[src/rtl/core/mcdt_pkg.sv]
// Shared types, constants and register map for the multi-channel down timer block.
package mcdt_pkg;

   localparam int NUM_TIMERS = 3;
   localparam int COUNT_BITS = 64;

   // Timers that have a tick lane and an interrupt line.
   localparam int TICK_LANES = 3;

   localparam int WORD_BITS     = 32;
   localparam int INDEX_BITS    = 5;
   localparam int WORD_SEL_BITS = 3;

   localparam int REQ_TDATA_BITS = 40;
   localparam int REQ_TUSER_BITS = 2;
   localparam int RSP_TDATA_BITS = 40;
   localparam int RSP_PAD_BITS   = RSP_TDATA_BITS - WORD_BITS - TICK_LANES;

   localparam int CTL_WIDE_BIT     = 16;
   localparam int CTL_RUN_BIT      = 1;
   localparam int CTL_PERIODIC_BIT = 0;
   localparam int INT_ENABLE_BIT   = 0;
   localparam int INT_RAW_BIT      = 1;
   localparam int INT_MASKED_BIT   = 2;
   localparam int INT_CLEAR_BIT    = 3;

   typedef enum logic [1:0] {
      OP_TICK  = 2'd0,
      OP_READ  = 2'd1,
      OP_WRITE = 2'd2,
      OP_NOP   = 2'd3
   } op_type;

   typedef enum logic [WORD_SEL_BITS-1:0] {
      W_LOAD_LO  = 3'd0,
      W_LOAD_HI  = 3'd1,
      W_VALUE_LO = 3'd2,
      W_VALUE_HI = 3'd3,
      W_CTL      = 3'd4,
      W_INT      = 3'd5,
      W_SHDW_LO  = 3'd6,
      W_SHDW_HI  = 3'd7
   } word_type;

   // Work handed to one timer channel for the transaction being retired.
   typedef struct packed {
      logic                 commit;
      op_type               op;
      word_type             word;
      logic [WORD_BITS-1:0] data;
      logic                 hit;
      logic                 tick;
   } chan_req_type;

endpackage

[src/rtl/core/mcdt_channel.sv]
// One down-counting timer: its registers, tick and reload logic, and read mux.
module mcdt_channel (
   input  logic                          clock,
   input  logic                          reset,
   input  mcdt_pkg::chan_req_type        req,
   output logic [mcdt_pkg::WORD_BITS-1:0] read_data,
   output logic                          irq_next
);
   import mcdt_pkg::*;

   localparam logic [COUNT_BITS-1:0] FULL_MASK = {COUNT_BITS{1'b1}};
   localparam logic [COUNT_BITS-1:0] LOW_MASK  = COUNT_BITS'(64'hFFFF_FFFF);

   logic [COUNT_BITS-1:0] reload_ff, reload_in;
   logic [COUNT_BITS-1:0] count_ff, count_in;
   logic                  wide_ff, wide_in;
   logic                  running_ff, running_in;
   logic                  periodic_ff, periodic_in;
   logic                  enable_ff, enable_in;
   logic                  raw_ff, raw_in;

   logic [COUNT_BITS-1:0] cur_mask;
   logic [COUNT_BITS-1:0] new_mask;
   logic [COUNT_BITS-1:0] cur_count;
   logic [COUNT_BITS-1:0] dec_count;
   logic [63:0]           reload64;
   logic [63:0]           count64;
   logic [63:0]           hi_merge;
   logic [63:0]           lo_merge;

   assign cur_mask  = wide_ff ? FULL_MASK : LOW_MASK;
   assign new_mask  = req.data[CTL_WIDE_BIT] ? FULL_MASK : LOW_MASK;
   assign cur_count = count_ff & cur_mask;
   assign dec_count = cur_count - COUNT_BITS'(1);
   assign reload64  = 64'(reload_ff);
   assign count64   = 64'(cur_count);
   assign hi_merge  = {req.data, reload64[31:0]};
   assign lo_merge  = {reload64[63:32], req.data};

   always_comb begin
      reload_in   = reload_ff;
      count_in    = count_ff;
      wide_in     = wide_ff;
      running_in  = running_ff;
      periodic_in = periodic_ff;
      enable_in   = enable_ff;
      raw_in      = raw_ff;

      if (req.commit) begin
         if (req.op == OP_TICK && req.tick && running_ff) begin
            // A count already at zero expires at once; otherwise it expires on reaching zero.
            count_in = (cur_count == '0) ? '0 : dec_count;
            if (cur_count == '0 || dec_count == '0) begin
               raw_in = 1'b1;
               if (periodic_ff) begin
                  count_in = reload_ff & cur_mask;
               end else begin
                  running_in = 1'b0;
               end
            end
         end else if (req.op == OP_WRITE && req.hit) begin
            case (req.word)
               W_LOAD_LO: begin
                  reload_in = lo_merge[COUNT_BITS-1:0];
               end
               W_LOAD_HI: begin
                  reload_in = hi_merge[COUNT_BITS-1:0];
               end
               W_CTL: begin
                  wide_in     = req.data[CTL_WIDE_BIT];
                  periodic_in = req.data[CTL_PERIODIC_BIT];
                  running_in  = req.data[CTL_RUN_BIT];
                  if (req.data[CTL_RUN_BIT] && !running_ff) begin
                     count_in = reload_ff & new_mask;
                  end
               end
               W_INT: begin
                  enable_in = req.data[INT_ENABLE_BIT];
                  if (req.data[INT_CLEAR_BIT]) begin
                     raw_in = 1'b0;
                  end
               end
               default: begin
               end
            endcase
         end
      end
   end

   assign irq_next = raw_in & enable_in;

   always_comb begin
      read_data = '0;
      if (req.op == OP_READ && req.hit) begin
         case (req.word)
            W_LOAD_LO:              read_data = reload64[31:0];
            W_LOAD_HI:              read_data = reload64[63:32];
            W_VALUE_LO, W_SHDW_LO:  read_data = count64[31:0];
            W_VALUE_HI, W_SHDW_HI:  read_data = count64[63:32];
            W_CTL: begin
               read_data[CTL_WIDE_BIT]     = wide_ff;
               read_data[CTL_RUN_BIT]      = running_ff;
               read_data[CTL_PERIODIC_BIT] = periodic_ff;
            end
            W_INT: begin
               read_data[INT_ENABLE_BIT] = enable_ff;
               read_data[INT_RAW_BIT]    = raw_ff;
               read_data[INT_MASKED_BIT] = enable_ff & raw_ff;
            end
            default: read_data = '0;
         endcase
      end
   end

   always_ff @(posedge clock) begin
      if (reset) begin
         reload_ff   <= '0;
         count_ff    <= '0;
         wide_ff     <= 1'b0;
         running_ff  <= 1'b0;
         periodic_ff <= 1'b0;
         enable_ff   <= 1'b0;
         raw_ff      <= 1'b0;
      end else begin
         reload_ff   <= reload_in;
         count_ff    <= count_in;
         wide_ff     <= wide_in;
         running_ff  <= running_in;
         periodic_ff <= periodic_in;
         enable_ff   <= enable_in;
         raw_ff      <= raw_in;
      end
   end

endmodule

[src/rtl/core/multi_channel_down_timer_regs_top.sv]
// Top level of the multi-channel down timer register block: input stage, timers, result stage.
//
//   channel | direction | tdata (low bit up)                           | tuser
//   req     | in        | word_index 5, write_data 32, tick_mask 3     | op 2
//   rsp     | out       | read_data 32, irq_lines 3, zero pad 5        | -
//
// Each transaction is registered at the input and retired into the result register, where
// the timer registers update; one transaction per cycle is sustained while rsp is not stalled.
// Reset empties both stages and clears every timer register to zero.
// A stalled rsp holds the input stage; req stays ready while the input stage is empty.
module multi_channel_down_timer_regs_top (
   input  logic                                  clock,
   input  logic                                  reset,
   input  logic                                  req_tvalid,
   output logic                                  req_tready,
   // word_index [4:0], write_data [36:5], tick_mask [39:37]
   input  logic [mcdt_pkg::REQ_TDATA_BITS-1:0]   req_tdata,
   // op [1:0]
   input  logic [mcdt_pkg::REQ_TUSER_BITS-1:0]   req_tuser,
   output logic                                  rsp_tvalid,
   input  logic                                  rsp_tready,
   // read_data [31:0], irq_lines [34:32], zero [39:35]
   output logic [mcdt_pkg::RSP_TDATA_BITS-1:0]   rsp_tdata
);
   import mcdt_pkg::*;

   logic                     s1_valid_ff, s1_valid_in;
   op_type                   s1_op_ff;
   logic [INDEX_BITS-1:0]    s1_idx_ff;
   logic [WORD_BITS-1:0]     s1_data_ff;
   logic [TICK_LANES-1:0]    s1_tick_ff;

   logic                     rsp_valid_ff, rsp_valid_in;
   logic [WORD_BITS-1:0]     rsp_read_ff;
   logic [TICK_LANES-1:0]    rsp_irq_ff;

   logic                     out_stall;
   logic                     advance;
   logic                     req_accept;

   logic [WORD_BITS-1:0]     chan_read [NUM_TIMERS];
   logic [NUM_TIMERS-1:0]    chan_irq;
   logic [WORD_BITS-1:0]     read_or;
   logic [TICK_LANES-1:0]    irq_lines;

   assign out_stall  = rsp_valid_ff & ~rsp_tready;
   assign advance    = s1_valid_ff & ~out_stall;
   assign req_tready = ~s1_valid_ff | ~out_stall;
   assign req_accept = req_tvalid & req_tready;

   assign s1_valid_in  = req_accept | (s1_valid_ff & out_stall);
   assign rsp_valid_in = advance | out_stall;

   for (genvar i = 0; i < NUM_TIMERS; i++) begin : g_timer
      chan_req_type creq;
      logic         lane_tick;

      // Only timers below TICK_LANES have a tick lane.
      if (i < TICK_LANES) begin : g_lane
         assign lane_tick = s1_tick_ff[i];
      end else begin : g_no_lane
         assign lane_tick = 1'b0;
      end

      always_comb begin
         creq.commit = advance;
         creq.op     = s1_op_ff;
         creq.word   = word_type'(s1_idx_ff[WORD_SEL_BITS-1:0]);
         creq.data   = s1_data_ff;
         creq.hit    = (int'(s1_idx_ff[INDEX_BITS-1:WORD_SEL_BITS]) == i);
         creq.tick   = lane_tick;
      end

      mcdt_channel u_channel (
         .clock     (clock),
         .reset     (reset),
         .req       (creq),
         .read_data (chan_read[i]),
         .irq_next  (chan_irq[i])
      );
   end

   always_comb begin
      read_or = '0;
      for (int i = 0; i < NUM_TIMERS; i++) begin
         read_or = read_or | chan_read[i];
      end
   end

   always_comb begin
      irq_lines = '0;
      for (int i = 0; i < NUM_TIMERS && i < TICK_LANES; i++) begin
         irq_lines[i] = chan_irq[i];
      end
   end

   always_ff @(posedge clock) begin
      if (reset) begin
         s1_valid_ff  <= 1'b0;
         rsp_valid_ff <= 1'b0;
      end else begin
         s1_valid_ff  <= s1_valid_in;
         rsp_valid_ff <= rsp_valid_in;
      end
   end

   always_ff @(posedge clock) begin
      if (req_accept) begin
         s1_op_ff   <= op_type'(req_tuser[1:0]);
         s1_idx_ff  <= req_tdata[INDEX_BITS-1:0];
         s1_data_ff <= req_tdata[INDEX_BITS+WORD_BITS-1:INDEX_BITS];
         s1_tick_ff <= req_tdata[INDEX_BITS+WORD_BITS+TICK_LANES-1:INDEX_BITS+WORD_BITS];
      end
      if (advance) begin
         rsp_read_ff <= read_or;
         rsp_irq_ff  <= irq_lines;
      end
   end

   assign rsp_tvalid = rsp_valid_ff;
   assign rsp_tdata  = {{RSP_PAD_BITS{1'b0}}, rsp_irq_ff, rsp_read_ff};

`ifndef SYNTHESIS
   // A held input stage behind a stalled result must block new transactions.
   a_block_when_full: assert property (@(posedge clock) disable iff (reset)
      (s1_valid_ff && out_stall) |-> !req_tready)
      else $error("req accepted while input stage is held");

   // A retired transaction always shows up as a result on the next cycle.
   a_retire_to_rsp: assert property (@(posedge clock) disable iff (reset)
      advance |=> rsp_tvalid)
      else $error("retired transaction produced no result");

   // An accepted transaction is present in the input stage on the next cycle.
   a_accept_fills: assert property (@(posedge clock) disable iff (reset)
      req_accept |=> s1_valid_ff)
      else $error("accepted transaction was lost");
`endif

endmodule
[config.mk]
export PLATFORM = sky130hd
export DESIGN_NAME = multi_channel_down_timer_regs_top
export DESIGN_NICKNAME = d
export VERILOG_FILES = /design/src/rtl/core/mcdt_pkg.sv /design/src/rtl/core/mcdt_channel.sv /design/src/rtl/core/multi_channel_down_timer_regs_top.sv
export SDC_FILE = /design/constraint.sdc
export NUM_CORES = 2
export LEC_CHECK = 0
export BUFFER_PORTS_ARGS = -buffer_cell sky130_fd_sc_hd__clkbuf_2
export CORE_MARGIN = 2
export CORE_UTILIZATION = 30
export CTS_CLUSTER_DIAMETER = 120
export DETAILED_ROUTE_END_ITERATION = 8
export PLACE_DENSITY_LB_ADDON = 0.08
export SKIP_LAST_GASP = 1
export SYNTH_ARGS = -nofsm -noshare
export SYNTH_HDL_FRONTEND = slang
export SYNTH_SLANG_ARGS = --single-unit
[constraint.sdc]
create_clock -name clock -period 3.9 [get_ports clock]
set_input_delay 0.195 -clock clock [delete_from_list [all_inputs] [get_ports clock]]
set_output_delay 0.195 -clock clock [all_outputs]
set_load 0.1 [all_outputs]
==> results_dict.tcl <==
set metrics [dict create \
    hold_ws_ns 0.232 \
    fin_ws_ns -0.0587 \
    total_power_mw 12.2 \
    min_period_ns 3.96 \
    rows 115 \
    layout-drive-gt1-share_pct 26.8 \
    die_area_um2 102000 \
    seq_area_frac_synth_pct 34.7 \
    p_leak_nw 15.8 \
    status "finished, violations left" \
    layout_commonest_cell "buf_4" \
    drcViolationCount 0 \
    yosys.area.top_type_share_pct 27.0 \
    powerDensity_nw_per_um2 303 \
    port_buffers 82 \
    clockRootBuffer "clkbuf_16" \
    ir_drop_v 0.000342 \
    fp.dieH_um 319 \
    cap_violations 0 \
    yosys-top-cells-area "dfxtp_1, edfxtp_1, nand2_1" \
    synth_flop_cell "dfxtp_1" \
    p_clk_share_pct 48.7 \
    initial_core_util_pct 30.3 \
    via_per_inst 5.89 \
    worstHoldStart "req_tdata[23]" \
    r2r_start "g_timer[2].u_channel.count_ff[14]" \
    hpwlAfterDp_um 121000 \
    syn-instance-count 3884 \
    seqPwrFrac_pct 42.6 \
    cts.sinks 478 \
    startpoint "g_timer[2].u_channel.count_ff[14]" \
    worst_pin_slew_ns 1.43 \
    drt_iter0_drc 3925 \
    hold_viol_final 0 \
    syn2layout_area_growth_pct 34.8 \
    min_to "s1_data_ff[18]" \
    postSynthAreaPerCell_um2 7.67 \
    synth.largest_area_cell "dfxtp_1" \
    hold_depth 2 \
    drt-pass1-iter-count 6 \
    layout.nets 4485 \
    setup_viol 46 \
    layout_common_cells "buf_4, nand2_1, dfxtp_1" \
    gr-total-overflow 0 \
    clock_latency_ns 0.68 \
    routedWlPerCell_um 28.4 \
    die_x_um 319 \
    worst-r2r-cell-count 14 \
    grt_pass1_vias 31900 \
    setup.worst_path.start_class "flip-flop" \
    grt_pass1_wl_um 232000 \
    hold_class "input pin to flip-flop" \
    ios 88 \
    ys_seq_elements 478 \
    cp_max_fo 6 \
    grt_use_total_pct 30.8 \
    violations "negative setup slack" \
    crit_type "flip-flop to flip-flop" \
    comb_power_share_pct 8.7 \
    finalMaxSlewViolations 0 \
    core_um2 98400 \
    switching_share_pct 27.5 \
    dp_cells 5550 \
    cts_buffer_depth 3 \
    gp_congestion 0.968 \
    cts_tree "built" \
    p_switching_mw 3.34 \
    wirelength_um 164000 \
    synth_area_um2 29800 \
    fin_crit_sh_pct 102 \
    ys_warn_count 0 \
    arrival_ns 4.45 \
    r2r_slack_ns -0.06 \
    synth_cell_type_count 105 \
    synth-async-reset-ratio_pct 0 \
    timing.slew.headroom_pct 4.35 \
    htree_levels 2 \
    cts_made_buffers 60 \
    r2r_end "g_timer[2].u_channel.count_ff[13]" \
    ant_nets 0 \
    max_freq_mhz 253 \
    fin_tns_setup_ns -1.30 \
    vias 34000 \
    finClkSkew_ns 0.0274 \
    cp.required_ns 4.39 \
    end_kind "flip-flop" \
    synth_edf_count 77 \
    num-fill-cells 10400 \
    final_util_pct 40.8 \
    stdcell_count 5774 \
    p_int_mw 8.83 \
    clk_pin_slew_ns 0.06 \
    antenna_found_initial 6 \
    grt_max_degree 155 \
    rsz0062_at_grt "yes" \
]
-- registers in the layout, summed over array words and instances, names as in the netlist --
signal                         flops
g_timer.u_channel.periodic_ff      3
s1_op_ff                           2
g_timer.u_channel.reload64       192
s1_valid_ff                        1
s1_tick_ff                         3
rsp_tvalid                         1
g_timer.u_channel.running_ff       3
g_timer.u_channel.count_ff       192
s1_idx_ff                          5
g_timer.u_channel.raw_ff           3
rsp_read_ff                       32
rsp_irq_ff                         3
s1_data_ff                        32
g_timer.u_channel.wide_ff          3
g_timer.u_channel.enable_ff        3
-- synthesized netlist by cell type (10+ instances only) --
cell type / count
edfxtp_1: 77
a22oi_1: 24
and3_1: 28
nand2b_1: 18
and2_1: 28
or2_2: 22
nand4b_1: 11
a221oi_1: 55
buf_1: 29
nor3b_1: 15
a21o_1: 31
o211ai_1: 22
nor2_1: 241
nor2b_1: 28
a31oi_1: 29
and4_1: 16
nor4b_1: 13
o21ai_0: 255
a211oi_2: 15
a221o_1: 51
nor4_1: 84
mux2i_1: 108
inv_1: 107
a22o_1: 26
o21a_1: 15
nand2_1: 607
a31o_2: 10
clkbuf_1: 275
o31ai_1: 27
or4_1: 42
buf_2: 28
a21oi_1: 318
nand4_1: 60
buf_4: 12
nor3_1: 131
or3_1: 46
xnor2_1: 61
o41ai_1: 21
mux2_2: 10
a211oi_1: 58
dfxtp_1: 401
xor2_1: 12
a32oi_1: 17
nand3_1: 198
-- power groups by stage --
stage          sequential (mW)  combinational [mW]  clock, mW
6_report                  5.18                1.06       5.92
3_3_place_gp              5.29               0.926          0
3_5_place_dp              5.29               0.920          0
5_1_grt                   5.18                1.10       6.19
4_1_cts                   5.18               0.983       6.02
2_1_floorplan             5.30               0.431          0
-- worst max-delay path, stage by stage (launching register included) --
cell and delay, ns:
dfxtp_2 0.32, or4_4 0.58, or3_4 0.43, or4_4 0.54, o41ai_4 0.34, a41oi_2 0.15, nor4_1 0.17, nand4_1 0.13
buf_6 0.16, nor3_4 0.25, buf_6 0.16, nor2_4 0.09, buf_6 0.17, a32oi_1 0.18, o21ai_0 0.12
-- cell type report --
| type | count | area [µm²] | area share, % |
|---|---|---|---|
| timing repair buffer | 832 | 6720 | 16.7 |
| sequential | 478 | 10400 | 25.9 |
| inverter | 108 | 409 | 1.02 |
| tap | 1287 | 1610 | 4.01 |
| clock buffer | 76 | 1610 | 4.02 |
| multi-input combinational | 2953 | 19000 | 47.3 |
| antenna | 2 | 5.00 | 0.0125 |
| clock inverter | 38 | 415 | 1.03 |
-- stage by stage --
stage               setup slack [ns]  cell area, µm²
finish                       -0.0587           40200
floorplan                    0.00567           29800
detailed placement            -0.428           35600
global placement              -0.366           35600
CTS                         -0.00956           38800
global route                  -0.182           40200
-- worst max-delay path by stage --
stage / slack (ns) / end
3_5_place_dp: -0.43 / g_timer[2].u_channel.count_ff[6]
6_report: -0.06 / g_timer[2].u_channel.count_ff[13]
5_1_grt: -0.18 / g_timer[2].u_channel.count_ff[14]
3_3_place_gp: -0.37 / g_timer[2].u_channel.count_ff[25]
4_1_cts: -0.01 / g_timer[2].u_channel.count_ff[37]
2_1_floorplan: 0.006 / g_timer[2].u_channel.count_ff[14]
-- what timing repair did --
item	4_1_cts	5_1_grt
endpoints found under the setup margin	174	200
hold buffers	46	0
cloned	0	10
gates resized for setup	93	199
pin swaps	27	131
buffers inserted	26	33
hold endpoints to repair	81	0
-- routing by layer --
metal  GRT usage [%]  up-vias  wire, µm
met3            4.11      243     12400
met5               0        -         7
li1                -    15500         -
met2            46.9     1470     71700
met4            9.96        2      5800
met1            44.5    16800     74300
-- cells by family after synthesis --
kind of cell | synth area share [%]
flops | 34.7
mux | 4.23
other cells | 0.0126
buf+inv | 6.18
simple gates | 27.3
fa+ha+maj | 0.252
xor+xnor | 2.15
compound gates | 25.2
Power figures use the tool's default switching activity.
